**src/wrpe_pkg.sv**
```systemverilog
// ----------------------------------------------------------------------------
// wrpe_pkg
// Shared constants and types of the window RMS / phasor estimator.
// ----------------------------------------------------------------------------
`default_nettype none

package wrpe_pkg;

	localparam int DEF_WINDOW_SIZE = 4;
	localparam int SAMPLE_W        = 10;
	localparam int RMS_W           = 16;
	localparam int PH_W            = 18;
	localparam int COEF_W          = 18;
	localparam int ROOT_W          = 16;

	// finishing phase: a square and a compare step per root bit
	localparam int FIN_CYCLES      = 2 * ROOT_W;
	localparam int FIN_W           = $clog2(FIN_CYCLES);

	localparam longint unsigned HALF_PI_Q30 = 64'd1686629713;
	localparam longint unsigned ONE_Q30     = 64'd1 << 30;

	localparam int PH_MAX = 131071;
	localparam int PH_MIN_MAG = 131072;

	// head of the sample queue as seen by the back end
	typedef struct packed {
		logic                valid;
		logic [SAMPLE_W-1:0] sample;
	} q_head_t;

	// back-end status
	typedef struct packed {
		logic idle;
		logic hold;
	} bk_stat_t;

endpackage : wrpe_pkg

`default_nettype wire

```
**src/wrpe_front.sv**
```systemverilog
// ----------------------------------------------------------------------------
// wrpe_front
// Input side: queues samples in a two-entry queue for the back end.
// ----------------------------------------------------------------------------
`default_nettype none

module wrpe_front (
	input  wire logic                         clk,
	input  wire logic                         arst_n,
	input  wire logic                         in_valid,
	output logic                              in_stall,
	input  wire logic [wrpe_pkg::SAMPLE_W-1:0] sample,
	input  wire logic                         pop,
	output wrpe_pkg::q_head_t                 head
);
	import wrpe_pkg::*;

	logic [1:0]          cnt_q;
	logic [SAMPLE_W-1:0] slot0_q;
	logic [SAMPLE_W-1:0] slot1_q;
	logic                push;

	assign in_stall = (cnt_q == 2'd2);
	assign push     = in_valid && !in_stall;

	assign head.valid  = (cnt_q != 2'd0);
	assign head.sample = slot0_q;

	always_ff @(posedge clk or negedge arst_n) begin
		if (!arst_n) begin
			cnt_q <= 2'd0;
		end else begin
			case ({push, pop})
				2'b10:   cnt_q <= cnt_q + 2'd1;
				2'b01:   cnt_q <= cnt_q - 2'd1;
				default: cnt_q <= cnt_q;
			endcase
		end
	end

	always_ff @(posedge clk) begin
		case ({push, pop})
			2'b10: begin
				if (cnt_q == 2'd0) slot0_q <= sample;
				else               slot1_q <= sample;
			end
			2'b01: begin
				slot0_q <= slot1_q;
			end
			2'b11: begin
				if (cnt_q == 2'd1) begin
					slot0_q <= sample;
				end else begin
					slot0_q <= slot1_q;
					slot1_q <= sample;
				end
			end
			default: begin
				slot0_q <= slot0_q;
			end
		endcase
	end

endmodule : wrpe_front

`default_nettype wire

```
**src/wrpe_cdiv.sv**
```systemverilog
// ----------------------------------------------------------------------------
// wrpe_cdiv
// Division by a fixed divisor through a constant reciprocal multiply.
// ----------------------------------------------------------------------------
`default_nettype none

module wrpe_cdiv #(
	parameter int DIVISOR = 4,
	parameter int W       = 26
) (
	input  wire logic         clk,
	input  wire logic         load,
	input  wire logic         step,
	input  wire logic [W-1:0] dividend,
	output logic      [W-1:0] quotient
);
	// exact floor for any W-bit dividend: error term stays below 2^SH
	localparam int SH = W + $clog2(DIVISOR);
	localparam int MW = W + 1;
	localparam longint unsigned RECIP =
		((64'd1 << SH) + longint'(DIVISOR) - 64'd1) / longint'(DIVISOR);

	logic [W-1:0]    dvd_q;
	logic [W+MW-1:0] prod_q;

	assign quotient = W'(prod_q >> SH);

	always_ff @(posedge clk) begin
		if (load) begin
			dvd_q <= dividend;
		end else if (step) begin
			prod_q <= dvd_q * MW'(RECIP);
		end
	end

endmodule : wrpe_cdiv

`default_nettype wire

```
**src/wrpe_back.sv**
```systemverilog
// ----------------------------------------------------------------------------
// wrpe_back
// Back end: window store, walk with multiply-accumulate, root search,
// rounding dividers and the output register.
// ----------------------------------------------------------------------------
`default_nettype none

module wrpe_back #(
	parameter int WINDOW_SIZE = wrpe_pkg::DEF_WINDOW_SIZE
) (
	input  wire logic                          clk,
	input  wire logic                          arst_n,
	input  wire wrpe_pkg::q_head_t             head,
	output logic                               pop,
	output wrpe_pkg::bk_stat_t                 stat,
	output logic                               out_valid,
	input  wire logic                          out_stall,
	output logic        [wrpe_pkg::RMS_W-1:0]  rms_value,
	output logic signed [wrpe_pkg::PH_W-1:0]   phasor_real,
	output logic signed [wrpe_pkg::PH_W-1:0]   phasor_imag
);
	import wrpe_pkg::*;

	localparam int AW     = $clog2(WINDOW_SIZE);
	localparam int CW     = $clog2(WINDOW_SIZE + 2) + 1;
	localparam int PROD_W = SAMPLE_W + 1 + COEF_W;
	localparam int ACC_W  = PROD_W + AW;
	localparam int SQ1_W  = 2 * SAMPLE_W;
	localparam int SQ_W   = SQ1_W + AW;
	localparam int A_W    = SQ_W + 12;
	localparam int CMP_W  = A_W + 1;
	localparam int DIV_W  = ACC_W - 8;
	localparam int DW     = DIV_W + 1;
	localparam int BP_W   = $clog2(ROOT_W);

	typedef enum logic [4:0] {
		ST_IDLE = 5'b00001,
		ST_WALK = 5'b00010,
		ST_PREP = 5'b00100,
		ST_FIN  = 5'b01000,
		ST_HOLD = 5'b10000
	} st_t;

	// ---- trig coefficients, worked out at elaboration ----
	function automatic longint unsigned sub0(longint unsigned a, longint unsigned b);
		return (a > b) ? (a - b) : 64'd0;
	endfunction

	function automatic longint unsigned hdiv(longint unsigned p, int k, bit is_sin);
		longint unsigned r;
		r = 64'd0;
		if (is_sin) begin
			case (k)
				0:       r = p / 156;
				1:       r = p / 110;
				2:       r = p / 72;
				3:       r = p / 42;
				4:       r = p / 20;
				default: r = p / 6;
			endcase
		end else begin
			case (k)
				0:       r = p / 182;
				1:       r = p / 132;
				2:       r = p / 90;
				3:       r = p / 56;
				4:       r = p / 30;
				default: r = p / 12;
			endcase
		end
		return r;
	endfunction

	// want_im selects the imaginary coefficient (minus sine)
	function automatic logic signed [COEF_W-1:0] coef_q16(int idx, bit want_im);
		longint unsigned m, q, r, x, x2, t;
		longint signed   c, s, cv, sv;
		m = 64'd4 * longint'(idx);
		q = (m / WINDOW_SIZE) & 64'd3;
		r = m % WINDOW_SIZE;
		x = HALF_PI_Q30 * r / WINDOW_SIZE;
		x2 = (x * x) >> 30;
		t = ONE_Q30;
		for (int k = 0; k < 6; k++) t = sub0(ONE_Q30, hdiv((x2 * t) >> 30, k, 1'b1));
		s = longint'((((x * t) >> 30) + 64'd8192) >> 14);
		t = ONE_Q30;
		for (int k = 0; k < 6; k++) t = sub0(ONE_Q30, hdiv((x2 * t) >> 30, k, 1'b0));
		c = longint'((sub0(ONE_Q30, ((x2 * t) >> 30) / 2) + 64'd8192) >> 14);
		case (q)
			64'd0:   begin cv = c;  sv = s;  end
			64'd1:   begin cv = -s; sv = c;  end
			64'd2:   begin cv = -c; sv = -s; end
			default: begin cv = s;  sv = -c; end
		endcase
		return want_im ? COEF_W'(-sv) : COEF_W'(cv);
	endfunction

	logic signed [COEF_W-1:0] re_tab [WINDOW_SIZE];
	logic signed [COEF_W-1:0] im_tab [WINDOW_SIZE];

	for (genvar g = 0; g < WINDOW_SIZE; g++) begin : g_tab
		localparam logic signed [COEF_W-1:0] CRE = coef_q16(g, 1'b0);
		localparam logic signed [COEF_W-1:0] CIM = coef_q16(g, 1'b1);
		assign re_tab[g] = CRE;
		assign im_tab[g] = CIM;
	end

	// ---- control ----
	st_t             st_q;
	logic [CW-1:0]   cnt_q;
	logic [FIN_W-1:0] fin_q;
	logic [AW-1:0]   wp_q;
	logic [AW-1:0]   rp_q;
	logic [WINDOW_SIZE-1:0] vld_q;
	logic            v_s1, v_s2;
	logic            o_valid_q;

	logic [SAMPLE_W-1:0] win_mem [WINDOW_SIZE];
	logic [SAMPLE_W-1:0] rd_data_s1;
	logic                rd_vld_s1;
	logic [AW-1:0]       idx_s1;
	logic [SAMPLE_W-1:0] smp_s1;

	logic signed [PROD_W-1:0] pre_s2, pim_s2;
	logic [SQ1_W-1:0]         sq_s2;
	logic signed [ACC_W-1:0]  acc_re_q, acc_im_q;
	logic [SQ_W-1:0]          sumsq_q;

	logic [A_W-1:0]    a_q;
	logic [ROOT_W-1:0] root_q;
	logic [2*ROOT_W-1:0] rsq_q;
	logic [ROOT_W-1:0] trial;
	logic [BP_W-1:0]   bitpos;
	logic              neg_re_q, neg_im_q;

	logic [ACC_W-1:0]  mag_re, mag_im;
	logic [DIV_W-1:0]  din_re, din_im, quo_re, quo_im;
	logic              issue, wr_en, div_load, div_step, out_load;
	logic [PH_W-1:0]   res_re, res_im;

	function automatic logic [PH_W-1:0] sat_ph(logic [DIV_W-1:0] q, logic neg);
		logic [DW-1:0] qe;
		qe = DW'(q);
		if (neg) begin
			if (qe > DW'(PH_MIN_MAG)) return PH_W'(-PH_MIN_MAG);
			return PH_W'(-qe);
		end
		if (qe > DW'(PH_MAX)) return PH_W'(PH_MAX);
		return PH_W'(qe);
	endfunction

	function automatic logic [AW-1:0] wrap_inc(logic [AW-1:0] p);
		return (p == AW'(WINDOW_SIZE - 1)) ? '0 : p + AW'(1);
	endfunction

	assign pop      = (st_q == ST_IDLE) && head.valid;
	assign wr_en    = pop;
	assign issue    = (st_q == ST_WALK) && (cnt_q < CW'(WINDOW_SIZE));
	assign smp_s1   = rd_vld_s1 ? rd_data_s1 : '0;
	assign div_load = (st_q == ST_PREP);
	assign div_step = (st_q == ST_FIN) && (fin_q < FIN_W'(DIV_W));
	assign out_load = (st_q == ST_HOLD) && (!o_valid_q || !out_stall);

	assign stat.idle = (st_q == ST_IDLE);
	assign stat.hold = (st_q == ST_HOLD);

	assign mag_re = acc_re_q[ACC_W-1] ? ACC_W'(-acc_re_q) : ACC_W'(acc_re_q);
	assign mag_im = acc_im_q[ACC_W-1] ? ACC_W'(-acc_im_q) : ACC_W'(acc_im_q);
	assign din_re = DIV_W'((mag_re + ACC_W'(WINDOW_SIZE * 256)) >> 9);
	assign din_im = DIV_W'((mag_im + ACC_W'(WINDOW_SIZE * 256)) >> 9);

	assign bitpos = BP_W'(ROOT_W - 1) - fin_q[FIN_W-1:1];
	assign trial  = root_q | (ROOT_W'(1) << bitpos);

	assign res_re = sat_ph(quo_re, neg_re_q);
	assign res_im = sat_ph(quo_im, neg_im_q);

	always_ff @(posedge clk or negedge arst_n) begin
		if (!arst_n) begin
			st_q      <= ST_IDLE;
			cnt_q     <= '0;
			fin_q     <= '0;
			wp_q      <= '0;
			rp_q      <= '0;
			vld_q     <= '0;
			v_s1      <= 1'b0;
			v_s2      <= 1'b0;
			rd_vld_s1 <= 1'b0;
			o_valid_q <= 1'b0;
		end else begin
			v_s1      <= issue;
			v_s2      <= v_s1;
			rd_vld_s1 <= vld_q[rp_q];
			if (out_load)       o_valid_q <= 1'b1;
			else if (!out_stall) o_valid_q <= 1'b0;
			case (st_q)
				ST_IDLE: begin
					if (head.valid) begin
						vld_q[wp_q] <= 1'b1;
						wp_q  <= wrap_inc(wp_q);
						rp_q  <= wrap_inc(wp_q);
						cnt_q <= '0;
						st_q  <= ST_WALK;
					end
				end
				ST_WALK: begin
					cnt_q <= cnt_q + CW'(1);
					if (issue) rp_q <= wrap_inc(rp_q);
					if (cnt_q == CW'(WINDOW_SIZE + 1)) st_q <= ST_PREP;
				end
				ST_PREP: begin
					fin_q <= '0;
					st_q  <= ST_FIN;
				end
				ST_FIN: begin
					fin_q <= fin_q + FIN_W'(1);
					if (fin_q == FIN_W'(FIN_CYCLES - 1)) st_q <= ST_HOLD;
				end
				ST_HOLD: begin
					if (out_load) st_q <= ST_IDLE;
				end
				default: st_q <= ST_IDLE;
			endcase
		end
	end

	// window store and datapath
	always_ff @(posedge clk) begin
		if (wr_en) win_mem[wp_q] <= head.sample;
		rd_data_s1 <= win_mem[rp_q];
		idx_s1     <= cnt_q[AW-1:0];

		pre_s2 <= PROD_W'($signed({1'b0, smp_s1}) * re_tab[idx_s1]);
		pim_s2 <= PROD_W'($signed({1'b0, smp_s1}) * im_tab[idx_s1]);
		sq_s2  <= smp_s1 * smp_s1;

		if (pop) begin
			acc_re_q <= '0;
			acc_im_q <= '0;
			sumsq_q  <= '0;
		end else if (v_s2) begin
			acc_re_q <= acc_re_q + ACC_W'(pre_s2);
			acc_im_q <= acc_im_q + ACC_W'(pim_s2);
			sumsq_q  <= sumsq_q + SQ_W'(sq_s2);
		end

		if (st_q == ST_PREP) begin
			a_q      <= {sumsq_q, 12'b0};
			root_q   <= '0;
			neg_re_q <= acc_re_q[ACC_W-1];
			neg_im_q <= acc_im_q[ACC_W-1];
		end else if (st_q == ST_FIN) begin
			if (!fin_q[0]) begin
				rsq_q <= trial * trial;
			end else if (CMP_W'(rsq_q) * CMP_W'(WINDOW_SIZE) <= CMP_W'(a_q)) begin
				root_q <= trial;
			end
		end

		if (out_load) begin
			rms_value   <= root_q;
			phasor_real <= res_re;
			phasor_imag <= res_im;
		end
	end

	assign out_valid = o_valid_q;

	wrpe_cdiv #(.DIVISOR(WINDOW_SIZE), .W(DIV_W)) u_div_re (
		.clk      (clk),
		.load     (div_load),
		.step     (div_step),
		.dividend (din_re),
		.quotient (quo_re)
	);

	wrpe_cdiv #(.DIVISOR(WINDOW_SIZE), .W(DIV_W)) u_div_im (
		.clk      (clk),
		.load     (div_load),
		.step     (div_step),
		.dividend (din_im),
		.quotient (quo_im)
	);

endmodule : wrpe_back

`default_nettype wire

```
**src/window_rms_phasor_estimator.sv**
```systemverilog
// ----------------------------------------------------------------------------
// window_rms_phasor_estimator
// Sliding window of one fundamental period of ADC samples giving RMS and fundamental phasor.
// ----------------------------------------------------------------------------
// Usage:
//  - Input channel: sample (10 bit unsigned) with in_valid / in_stall. Each
//    item is shifted into a window of WINDOW_SIZE samples (oldest first).
//  - Output channel: rms_value, phasor_real, phasor_imag with out_valid /
//    out_stall; exactly one result item per input item, in order.
//  - A two-entry queue sits in front of the engine, so new items are taken
//    while the engine works or a result waits in the output register.
//  - Sequence: each item passes through the engine in order: it stores the
//    sample, walks the window through the multiply-accumulate pipeline
//    (one entry per cycle from the window memory), sets up, runs the
//    square-root search (a square and a compare step per root bit), which
//    also covers the rounding dividers, and loads the output. The engine
//    takes the next item only once the output of the last one is loaded.
//  - Reset (arst_n low) empties the queue, drops any pending result and
//    marks every window entry as zero.
//  - A stalled output holds its result; the engine then waits in its final
//    state and the queue fills, after which in_stall rises.
// ----------------------------------------------------------------------------
`default_nettype none

module window_rms_phasor_estimator #(
	parameter int WINDOW_SIZE = wrpe_pkg::DEF_WINDOW_SIZE
) (
	input  wire logic                          clk,
	input  wire logic                          arst_n,
	input  wire logic                          in_valid,
	output logic                               in_stall,
	input  wire logic [wrpe_pkg::SAMPLE_W-1:0] sample,
	output logic                               out_valid,
	input  wire logic                          out_stall,
	output logic        [wrpe_pkg::RMS_W-1:0]  rms_value,
	output logic signed [wrpe_pkg::PH_W-1:0]   phasor_real,
	output logic signed [wrpe_pkg::PH_W-1:0]   phasor_imag
);
	import wrpe_pkg::*;

	q_head_t  head;
	bk_stat_t bk_stat;
	logic     pop;

	// front: accepts items into the queue
	wrpe_front u_front (
		.clk      (clk),
		.arst_n   (arst_n),
		.in_valid (in_valid),
		.in_stall (in_stall),
		.sample   (sample),
		.pop      (pop),
		.head     (head)
	);

	// back: window, accumulation, root and dividers, output register
	wrpe_back #(.WINDOW_SIZE(WINDOW_SIZE)) u_back (
		.clk         (clk),
		.arst_n      (arst_n),
		.head        (head),
		.pop         (pop),
		.stat        (bk_stat),
		.out_valid   (out_valid),
		.out_stall   (out_stall),
		.rms_value   (rms_value),
		.phasor_real (phasor_real),
		.phasor_imag (phasor_imag)
	);

	// engine leaves idle once it takes an item from the queue
	a_pop_busy: assert property (@(posedge clk) disable iff (!arst_n)
		pop |=> !bk_stat.idle)
		else $error("engine still idle after taking an item");

	// a full queue always offers an item
	a_stall_head: assert property (@(posedge clk) disable iff (!arst_n)
		in_stall |-> head.valid)
		else $error("input stalled with empty queue");

	// a new result only appears out of the final engine state
	a_out_src: assert property (@(posedge clk) disable iff (!arst_n)
		$rose(out_valid) |-> $past(bk_stat.hold))
		else $error("result raised outside final state");

endmodule : window_rms_phasor_estimator

`default_nettype wire
```
**config.mk**
```make
export PLATFORM = sky130hd
export DESIGN_NAME = window_rms_phasor_estimator
export DESIGN_NICKNAME = d
export VERILOG_FILES = /design/src/wrpe_pkg.sv /design/src/wrpe_front.sv /design/src/wrpe_cdiv.sv /design/src/wrpe_back.sv /design/src/window_rms_phasor_estimator.sv
export SDC_FILE = /design/constraint.sdc
export NUM_CORES = 1
export LEC_CHECK = 0
export BUFFER_PORTS_ARGS = -buffer_cell sky130_fd_sc_hd__buf_2
export CAP_MARGIN = 25
export CELL_PAD_IN_SITES_DETAIL_PLACEMENT = 1
export CELL_PAD_IN_SITES_GLOBAL_PLACEMENT = 2
export CORE_ASPECT_RATIO = 0.75
export CORE_UTILIZATION = 48
export CTS_BUF_LIST = sky130_fd_sc_hd__clkbuf_2 sky130_fd_sc_hd__clkbuf_4 sky130_fd_sc_hd__clkbuf_8
export DETAILED_ROUTE_END_ITERATION = 6
export GPL_ROUTABILITY_DRIVEN = 1
export PLACE_DENSITY_LB_ADDON = 0.05
export SYNTH_ARGS = -nofsm -noshare
export SYNTH_HDL_FRONTEND = slang
export SYNTH_HIERARCHICAL = 1
export SYNTH_SLANG_ARGS = --single-unit
export TNS_END_PERCENT = 50
```
**constraint.sdc**
```tcl
create_clock -name clk -period 13.6 [get_ports clk]
set_clock_uncertainty 0.15 [all_clocks]
set_input_delay 1.36 -clock clk [delete_from_list [all_inputs] [get_ports clk]]
set_output_delay 1.36 -clock clk [all_outputs]
set_load 0.05 [all_outputs]
```
==> summary.md, run 1 <==
| Metric | Value |
|---|---|
| Endpoints failing setup | `0` |
| Sink Count | `404` |
| Crit path launch | `u_back/fin_q[4]` |
| Vias in the first global route | `23400` |
| Unrepaired setup endpoints after global routing | `no` |
| Placed instance area | `32200 sq um` |
| Required @ worst endpoint | `13.85 ns` |
| Initial Utilization | `48.6%` |
| FF-to-FF End | `u_back/rsq_q[29]` |
| NumNets Final | `3633` |
| Initial DRC count | `1003` |
| Hold Crit Start | `u_back/v_s1` |
| Core area | `63700 sq um` |
| Dpl hpwl | `59.2 mm` |
| DIE AREA | `65400 sq um` |
| Row count | `80` |
| Setup crit start kind | `flop` |
| DRC Markers | `0` |
| Final setup TNS | `0 ns` |
| Crit end category | `flop` |
| Synthesized area per cell | `10.5 sq um` |
| Worst VDD drop | `0.436 mV` |
| Final worst-path cycle share | `61.5%` |
| Post-CTS setup buffers | `0` |
| Pin count of the biggest net entering global routing | `67` |
| Top-Level Pins | `68` |
| Reg2Reg Depth | `21` |
| Cells after Synth | `2958` |
| P_int | `0.00511 W` |
| WL final | `75.0 mm` |
| Pre-antenna DRT Iters | `5` |
| Finished Cell Area | `33900 sq um` |
| Chip width | `295 microns` |
| Cts bufs inserted | `71` |
| Switching power total | `0.00425 W` |
| Net Sw Frac | `45.4%` |
| YS warnings | `6` |
| Hold Slack | `0.207 ns` |
| Hold buffer count at CTS | `0` |
| Reg2reg start | `u_back/fin_q[4]` |
| Port Buffers | `67` |
| HP Class | `flop to flop` |
| Crit path to | `u_back/rsq_q[29]` |
| GPL Wtd Cong | `0.841` |
| Layout cells sized above 1 | `9.49%` |
| Max cap viols | `0` |
| H-Tree Depth | `3` |
| Leak | `16.0 nW` |
| Slew Limit Fails | `0` |
| Worst skew pair latency | `0.69 ns` |
| Power Density | `276 nW/um^2` |
| Syn-to-layout area delta | `9.54%` |
| Post-Syn Area | `30900 sq um` |
| Setup CP Type | `flop to flop` |
| Clock transition at path regs | `0.06 ns` |
| Endpoint arrival time on the critical path | `8.62 ns` |
| Min Tclk post-route | `8.37 ns` |
| Slew headroom | `40.5%` |
| First-pass GRT wire length | `124 mm` |
| Initial antenna violation count | `4` |
| Worst-case clock buffer depth | `3` |
| WL per Instance | `18.9 microns` |
| Clock share of power | `13.8%` |
| Overflow after GRT | `0` |
| Root buffer cell | `clkbuf_8` |
| Status | `finished, final reports clean` |
| Die Y-Extent | `222 microns` |
| Fin. Hold Viols | `0` |
| R2R Setup Slk | `5.23 ns` |
| TritonCTS clock tree | `built` |
| Via count | `21400` |
| Post-CTS sizing | `0` |
| Power share of the sequential group | `21.3%` |
| FMAX | `119 MHz` |
| Antenna violation net count after detailed routing | `0` |
| Comb pwr share | `64.9%` |
| Critical path peak fanout | `11` |
| Worst slew pin tran | `0.892 ns` |
| GRT Resource Usage Total | `23.8%` |
| Routed vias/inst | `5.39` |
state kept, by name (all words and copies together) (netlist names), 13 cells and up:
name / flops
u_back/acc_im_q: 15
u_back/u_div_im/dvd_q: 21
u_back/root_q: 16
u_back/sumsq_q: 22
u_back/sq_s2: 19
u_back/phasor_real: 18
u_back/acc_re_q: 15
u_back/pre_s2: 13
u_back/u_div_re/dvd_q: 21
u_back/u_div_im/prod_q: 21
u_back/pim_s2: 13
u_back/rsq_q: 31
u_back/a_q: 22
u_back/phasor_imag: 18
u_back/win_mem: 40
u_back/rms_value: 16
u_back/u_div_re/prod_q: 21
cell type report:
| class | count | area [sq um] |
|---|---|---|
| Antenna cell | 1 | 2.50 |
| Clock buffer | 108 | 1340 |
| Clock inverter | 24 | 295 |
| Fill cell | 7022 | 29800 |
| Inverter | 470 | 1760 |
| Multi-Input combinational cell | 2009 | 18100 |
| Sequential cell | 404 | 10700 |
| Tap cell | 861 | 1080 |
| Timing Repair Buffer | 92 | 543 |
worst min path at each step:
stage	cells after the start	end	slack, ns
after floorplan	0	u_back/v_s2	0.18
after global placement	0	u_back/v_s2	0.18
after detailed placement	0	u_back/v_s2	0.20
after CTS	0	u_back/v_s2	0.21
after global routing	0	u_back/v_s2	0.22
final	0	u_back/v_s2	0.21
cell usage in the layout, fill, tap and decap left out, types with 62 or more instances in the layout:
cell type  instances
clkbuf_8          85
xnor2_1          105
inv_1            462
nand2_1          203
o21ai_0          102
nor2_1           242
and3_1            62
ha_1             293
a21oi_1          124
edfxtp_1         251
dfxtp_1          125
fa_1             278
buf_2             67
per-layer routing:
| metal | share of wire (%) | track usage [%] |
|---|---|---|
| met2 | 45 | 36.8 |
| met5 | 0.093 | 0.813 |
| met3 | 5.2 | 5.36 |
| met1 | 49 | 34.3 |
| met4 | 1.3 | 4.43 |
through the flow:
stage,util (%),power (W),setup slack [ns],instances
global route,53.2,0.0104,4.87,3968
finish,53.2,0.00936,5.23,3969
CTS,53.2,0.00952,5.13,3967
global placement,50.6,0.00784,5.60,3834
detailed placement,50.6,0.00815,5.21,3835
floorplan,-,0.00666,6.41,2971
worst max-delay path, cell delays in order (launching register included):
cell and delay [ns]:
dfrtp_1 0.57, nor2b_1 0.37, a21o_1 0.51, clkinv_1 0.45, nor2_1 0.36, fa_1 0.51, fa_1 0.52, inv_1 0.05
fa_1 0.47, fa_1 0.54, fa_1 0.53, fa_1 0.55, inv_1 0.05, ha_1 0.39, a21o_1 0.21, a311oi_1 0.23
o211ai_1 0.19, a21oi_1 0.59, o211ai_1 0.20, a31oi_1 0.33, o21ai_0 0.15, xor2_1 0.16
power by group through the flow:
stage	clock network, W	logic (W)	registers (W)
3_5_place_dp	0	0.00614	0.00202
4_1_cts	0.00134	0.00619	0.00199
3_3_place_gp	0	0.00584	0.00200
5_1_grt	0.00138	0.00702	0.00203
6_report	0.00129	0.00607	0.00199
2_1_floorplan	0	0.00480	0.00186
Power figures use the tool's default switching activity.
==> run 2, diff against run 1 <==
Settings changed: CORE_UTILIZATION 48 to 44.
Clock period 13.6 ns to 8.3 ns, I/O delays scaled along.
==> summary.md, run 2 (same netlist as run 1, synthesis figures left out) <==
| Metric | Value |
|---|---|
| Min Tclk post-route | `8.02 ns (-0.347 ns)` |
| Slew Limit Fails | `0 (unchanged)` |
| Clock transition at path regs | `0.06 ns (about the same)` |
| Post-CTS setup buffers | `0 (unchanged)` |
| Reg2reg start | `u_back/fin_q[3]` |
| Pre-CTS WS | `0.443 ns (-4.76 ns)` |
| Sink Count | `404 (unchanged)` |
| Initial Utilization | `44.8% (-3.7 points)` |
| # diodes | `0 (-1)` |
| Chip width | `308 microns (+4.4%)` |
| Antenna violation net count after detailed routing | `0 (unchanged)` |
| Crit end category | `flop` |
| Endpoints failing setup | `0 (unchanged)` |
| M3 GR Usage | `3.76% (-1.6 points)` |
| Leak | `15.9 nW (-0.24%)` |
| Max reg flops | `40 (unchanged)` |
| Pin count of the biggest net entering global routing | `67 (unchanged)` |
| Commonest non-fill, non-tap cell in the layout | `inv_1` |
| Biggest regs | `u_back/win_mem x40, u_back/rsq_q x31` |
| Critical path peak fanout | `12 (+1)` |
| Dpl hpwl | `58.9 mm (-0.51%)` |
| Overflow after GRT | `0 (unchanged)` |
| GPL Wtd Cong | `0.865 (+2.9%)` |
| NumNets Final | `3646 (+0.36%)` |
| Initial antenna violation count | `2 (-2)` |
| Unrepaired setup endpoints after global routing | `no` |
| Worst-case clock buffer depth | `3 (unchanged)` |
| Final setup TNS | `0 ns (unchanged)` |
| Routing usage on met1 | `32.0% (-2.4 points)` |
| Max cap viols | `0 (unchanged)` |
| GR Util met2 | `32.9% (-4.0 points)` |
| Final worst-path cycle share | `96.7% (+35 points)` |
| Vias in the first global route | `23200 (-1.1%)` |
| Hold buffer count at CTS | `0 (unchanged)` |
| Core area | `69000 sq um (+8.3%)` |
| Fin. Hold Viols | `0 (unchanged)` |
| Port Buffers | `67 (unchanged)` |
| Number of fill cells in the layout | `7698 (+9.6%)` |
| Grt peak-use layer | `met2` |
| DIE AREA | `71300 sq um (+9.0%)` |
| FF-to-FF End | `u_back/rsq_q[28]` |
| Worst VDD drop | `0.493 mV (+13%)` |
| Multi-input logic area | `18100 sq um (unchanged)` |
| Reg with most FFs | `u_back/win_mem` |
| Endpoint arrival time on the critical path | `8.33 ns (-0.29 ns)` |
| FMAX | `125 MHz (+4.3%)` |
| Pre-antenna DRT Iters | `5 (unchanged)` |
| Die Y-Extent | `232 microns (+4.4%)` |
| Initial DRC count | `1146 (+14%)` |
| Routed vias/inst | `5.28 (-2.1%)` |
| Root buffer cell | `clkbuf_8` |
| Slew headroom | `38.3% (-2.2 points)` |
| H-Tree Depth | `3 (unchanged)` |
| Reg2Reg Depth | `20 (-4.8%)` |
| WL final | `74.3 mm (-0.91%)` |
| Row count | `83 (+3.8%)` |
| Cts bufs inserted | `71 (unchanged)` |
| Syn-to-layout area delta | `9.73%` |
| Worst slew pin tran | `0.916 ns (+0.0239 ns)` |
| Setup crit start kind | `flop` |
| Most frequent cells in the layout | `inv_1 (462), ha_1 (293), fa_1 (278)` |
| R2R Setup Slk | `0.28 ns (-4.95 ns)` |
| Storage cell area | `10700 sq um (unchanged)` |
| TritonCTS clock tree | `built` |
| Worst skew pair latency | `0.69 ns (about the same)` |
| Via count | `21400 (-0.15%)` |
| Power Density | `448 nW/um^2 (+62%)` |
| WL per Instance | `18.4 microns (-2.8%)` |
| Layout cells sized above 1 | `9.48% (-0.012 points)` |
| Top-Level Pins | `68 (unchanged)` |
| GRT Resource Usage Total | `21.7% (-2.1 points)` |
| First-pass GRT wire length | `123 mm (-0.70%)` |
| DRC Markers | `0 (unchanged)` |
| Setup CP Type | `flop to flop` |
| HP Class | `input pin to asynchronous set/reset pin` |
| Status | `finished, final reports clean` |
| Required @ worst endpoint | `8.61 ns (-5.24 ns)` |
| Final worst setup slack | `0.277 ns (-4.95 ns)` |
| Post-CTS sizing | `0 (unchanged)` |
[run 2: changes by cell type in the layout (fill, tap and decap cells not counted), sizes merged]
cell,before,now
diode,1,0
clkinvlp,1,3
clkbuf,108,93
clkinv,21,25
buf,92,105
[run 2: through the flow]
step | cell area, sq um | std cells | total power, W | hold slack [ns] | util (%)
2_1_floorplan | 31000 | 2971 | 0.0109 | 0.181 | -
3_3_place_gp | 32400 | 3921 | 0.0131 | 0.185 | 47.0
3_5_place_dp | 32400 | 3922 | 0.0134 | 0.195 | 47.0
4_1_cts | 33900 | 4045 | 0.0155 | 0.00186 | 49.2
5_1_grt | 33900 | 4046 | 0.0170 | 0.0587 | 49.2
6_report | 33900 | 4046 | 0.0152 | 0.0638 | 49.2
[run 2: area by class of cell]
| class | count | area share (%) |
|---|---|---|
| inverters | 470 | 5.20 |
| clock inverters | 30 | 1.00 |
| flip-flops and latches | 404 | 31.7 |
| multi-input cells | 2009 | 53.3 |
| repair buffers | 105 | 1.89 |
| clock buffers | 93 | 3.44 |
| well taps | 935 | 3.45 |
[run 2: power breakdown]
part | total, W | internal [W] | switching, W
logic | 0.00993 | 0.00431 | 0.00563
registers | 0.00326 | 0.00281 | 0.000450
clock network | 0.00201 | 0.00112 | 0.000897
[run 2: how the worst max path moves through the flow]
stage	end	start	cells past startpoint
final	u_back/rsq_q[28]	u_back/fin_q[3]	20
after global routing	u_back/rsq_q[28]	u_back/fin_q[4]	20
after CTS	u_back/rsq_q[28]	u_back/fin_q[4]	20
after detailed placement	u_back/rsq_q[28]	u_back/fin_q[4]	20
after global placement	u_back/rsq_q[29]	u_back/fin_q[3]	25
after floorplan	u_back/rsq_q[28]	u_back/fin_q[4]	27
[run 2: worst max-delay path: stages, from the launching register on]
cell      delay, ns
dfrtp_1        0.52
nor2b_1        0.24
a21oi_1        0.63
inv_1          0.40
nand2_1        0.26
fa_1           0.45
inv_1          0.09
fa_1           0.44
fa_1           0.53
fa_1           0.52
fa_1           0.51
fa_1           0.49
ha_1           0.39
and4_1         0.27
and3_1         0.19
a221oi_1       0.25
o21ai_1        0.33
nand2_1        0.19
a21oi_1        0.16
or3_1          0.42
o311ai_0       0.34
[run 2: routing by layer]
metal	up-vias	wire, microns
met5	-	13
met4	2	1280
met3	88	3550
met2	370	32200
met1	10700	37200
li1	10200	-
==> run 3, diff against run 2 <==
Settings changed: CORE_UTILIZATION 44 to 40.
Clock period 8.3 ns to 7.1 ns, I/O delays scaled along.
==> summary.md, run 3 (same netlist as run 1, synthesis figures left out) <==
| Metric | Value |
|---|---|
| NumNets Final | `3719 (+2.0%)` |
| Biggest regs | `u_back/win_mem x40, u_back/rsq_q x31` |
| GRT Resource Usage Total | `20.2% (-1.4 points)` |
| Initial DRC count | `975 (-15%)` |
| M3 GR Usage | `3.46% (-0.30 points)` |
| Clock transition at path regs | `0.06 ns (about the same)` |
| Slew Limit Fails | `0 (unchanged)` |
| Worst VDD drop | `0.901 mV (+83%)` |
| Reg with most FFs | `u_back/win_mem` |
| Grt peak-use layer | `met1` |
| Min Tclk post-route | `6.92 ns (-1.11 ns)` |
| Worst-case clock buffer depth | `3 (unchanged)` |
| DRC Markers | `0 (unchanged)` |
| HP Class | `input pin to flop` |
| Cts bufs inserted | `72 (+1.4%)` |
| Final worst-path cycle share | `97.4% (+0.77 points)` |
| Final setup TNS | `0 ns (unchanged)` |
| Core area | `75900 sq um (+10%)` |
| Port Buffers | `67 (unchanged)` |
| Via count | `21600 (+1.2%)` |
| Worst slew pin tran | `0.885 ns (-0.0311 ns)` |
| Slew headroom | `41.0% (+2.7 points)` |
| Row count | `87 (+4.8%)` |
| GR Util met2 | `30.0% (-2.9 points)` |
| Initial Utilization | `40.7% (-4.1 points)` |
| Power Density | `506 nW/um^2 (+13%)` |
| Most frequent cells in the layout | `inv_1 (461), ha_1 (289), fa_1 (277)` |
| Pre-antenna DRT Iters | `5 (unchanged)` |
| Hold Crit Start | `sample[6]` |
| Hold Path Sink | `u_front/slot1_q[6]` |
| Routing usage on met1 | `30.7% (-1.3 points)` |
| Leak | `16.4 nW (+2.6%)` |
| Setup crit start kind | `flop` |
| Die Y-Extent | `243 microns (+4.8%)` |
| WL per Instance | `18.3 microns (-0.26%)` |
| Endpoint arrival time on the critical path | `7.18 ns (-1.15 ns)` |
| Routed vias/inst | `5.13 (-2.9%)` |
| GPL Wtd Cong | `0.841 (-2.8%)` |
| Max reg flops | `40 (unchanged)` |
| Sink Count | `404 (unchanged)` |
| Reg2Reg Depth | `27 (+35%)` |
| Reg2reg start | `u_back/fin_q[2]` |
| # diodes | `0 (unchanged)` |
| Root buffer cell | `clkbuf_8` |
| FF-to-FF End | `u_back/rsq_q[29]` |
| First-pass GRT wire length | `126 mm (+2.3%)` |
| Chip width | `323 microns (+4.8%)` |
| WL final | `77.3 mm (+4.0%)` |
| Required @ worst endpoint | `7.36 ns (-1.25 ns)` |
| Layout cells sized above 1 | `13.6% (+4.1 points)` |
| Critical path peak fanout | `6 (-6)` |
| Crit end category | `flop` |
| Final core utilization | `46.0% (-3.2 points)` |
| Vias in the first global route | `23200 (-0.013%)` |
| Max cap viols | `0 (unchanged)` |
| Pin count of the biggest net entering global routing | `56 (-16%)` |
| TritonCTS clock tree | `built` |
| R2R Setup Slk | `0.18 ns (-0.09 ns)` |
| Dpl hpwl | `61.5 mm (+4.5%)` |
| Worst skew pair latency | `0.68 ns (about the same)` |
| Top-Level Pins | `68 (unchanged)` |
| Setup CP Type | `flop to flop` |
| Fin. Hold Viols | `0 (unchanged)` |
| Endpoints failing setup | `0 (unchanged)` |
| Commonest non-fill, non-tap cell in the layout | `inv_1` |
| Antenna violation net count after detailed routing | `0 (unchanged)` |
| FMAX | `145 MHz (+16%)` |
| Initial antenna violation count | `3 (+1)` |
| H-Tree Depth | `3 (unchanged)` |
| Overflow after GRT | `0 (unchanged)` |
| Status | `finished, final reports clean` |
| Worst Hold Depth | `1` |
| DIE AREA | `78400 sq um (+9.9%)` |
| Syn-to-layout area delta | `12.8%` |
-- run 3: area by class of cell --
| type | instances | area (sq um) |
|---|---|---|
| Multi-Input combinational cell | 2009 | 18400 |
| Inverter | 470 | 1780 |
| Timing Repair Buffer | 177 | 1200 |
| Clock inverter | 32 | 226 |
| Tap cell | 1023 | 1280 |
| Fill cell | 8392 | 41000 |
| Sequential cell | 404 | 10700 |
| Clock buffer | 102 | 1280 |
-- run 3: stage by stage --
stage	area (sq um)	std cells	worst slack, ns	total power [W]	hold WS, ns
5_1_grt	34900	4217	-0.0481	0.0197	0.0221
4_1_cts	34600	4207	0.00138	0.0180	0.00162
6_report	34900	4217	0.182	0.0176	0.0831
2_1_floorplan	31000	2971	0.0509	0.0128	0.181
3_3_place_gp	33000	4071	-0.0186	0.0152	0.186
3_5_place_dp	33000	4072	-0.264	0.0156	0.187
-- run 3: how the worst max path moves through the flow --
stage	slack (ns)	end	from	cells after the start
6_report	0.18	u_back/rsq_q[29]	u_back/fin_q[2]	27
2_1_floorplan	0.05	u_back/rsq_q[28]	u_back/fin_q[4]	25
5_1_grt	-0.05	u_back/rsq_q[29]	u_back/fin_q[2]	27
3_3_place_gp	-0.02	u_back/rsq_q[28]	u_back/fin_q[1]	25
3_5_place_dp	-0.26	u_back/rsq_q[28]	u_back/fin_q[1]	23
4_1_cts	0.001	u_back/rsq_q[28]	u_back/fin_q[2]	22
-- run 3: timing repair --
item | CTS | global route
hold endpoints to repair | 27 | 0
buffers inserted | 0 | 10
gates resized for setup | 24 | 57
setup endpoints to repair | 7 | 9
pin swaps | 1 | 13
hold buffers | 1 | 0
-- run 3: routing by layer --
layer,wire (microns),vias up
met5,0,-
met4,1280,0
met3,3210,96
met2,33000,319
met1,39800,10900
li1,-,10300
-- run 3: worst max-delay path: stages (launching register included) --
cell and delay (ns):
dfrtp_2 0.45, nor2b_1 0.15, buf_4 0.18, a21oi_4 0.21
buf_6 0.16, nor2_1 0.07, fa_1 0.51, inv_1 0.05
fa_1 0.47, inv_1 0.05, fa_1 0.50, inv_1 0.05
fa_1 0.47, inv_1 0.05, fa_1 0.52, inv_1 0.05
fa_1 0.52, inv_1 0.07, ha_4 0.25, buf_4 0.16
a41o_1 0.24, nand2_1 0.08, o211ai_1 0.15, a21oi_2 0.33
o211ai_1 0.20, a31oi_1 0.28, o21ai_1 0.12, xor2_1 0.16
-- run 3: power breakdown --
group / internal [W] / total [W] / switching, W
clock: 0.00125 / 0.00229 / 0.00104
sequential: 0.00329 / 0.00383 / 0.000544
combinational: 0.00507 / 0.0115 / 0.00644
total: 0.00961 / 0.0176 / 0.00803
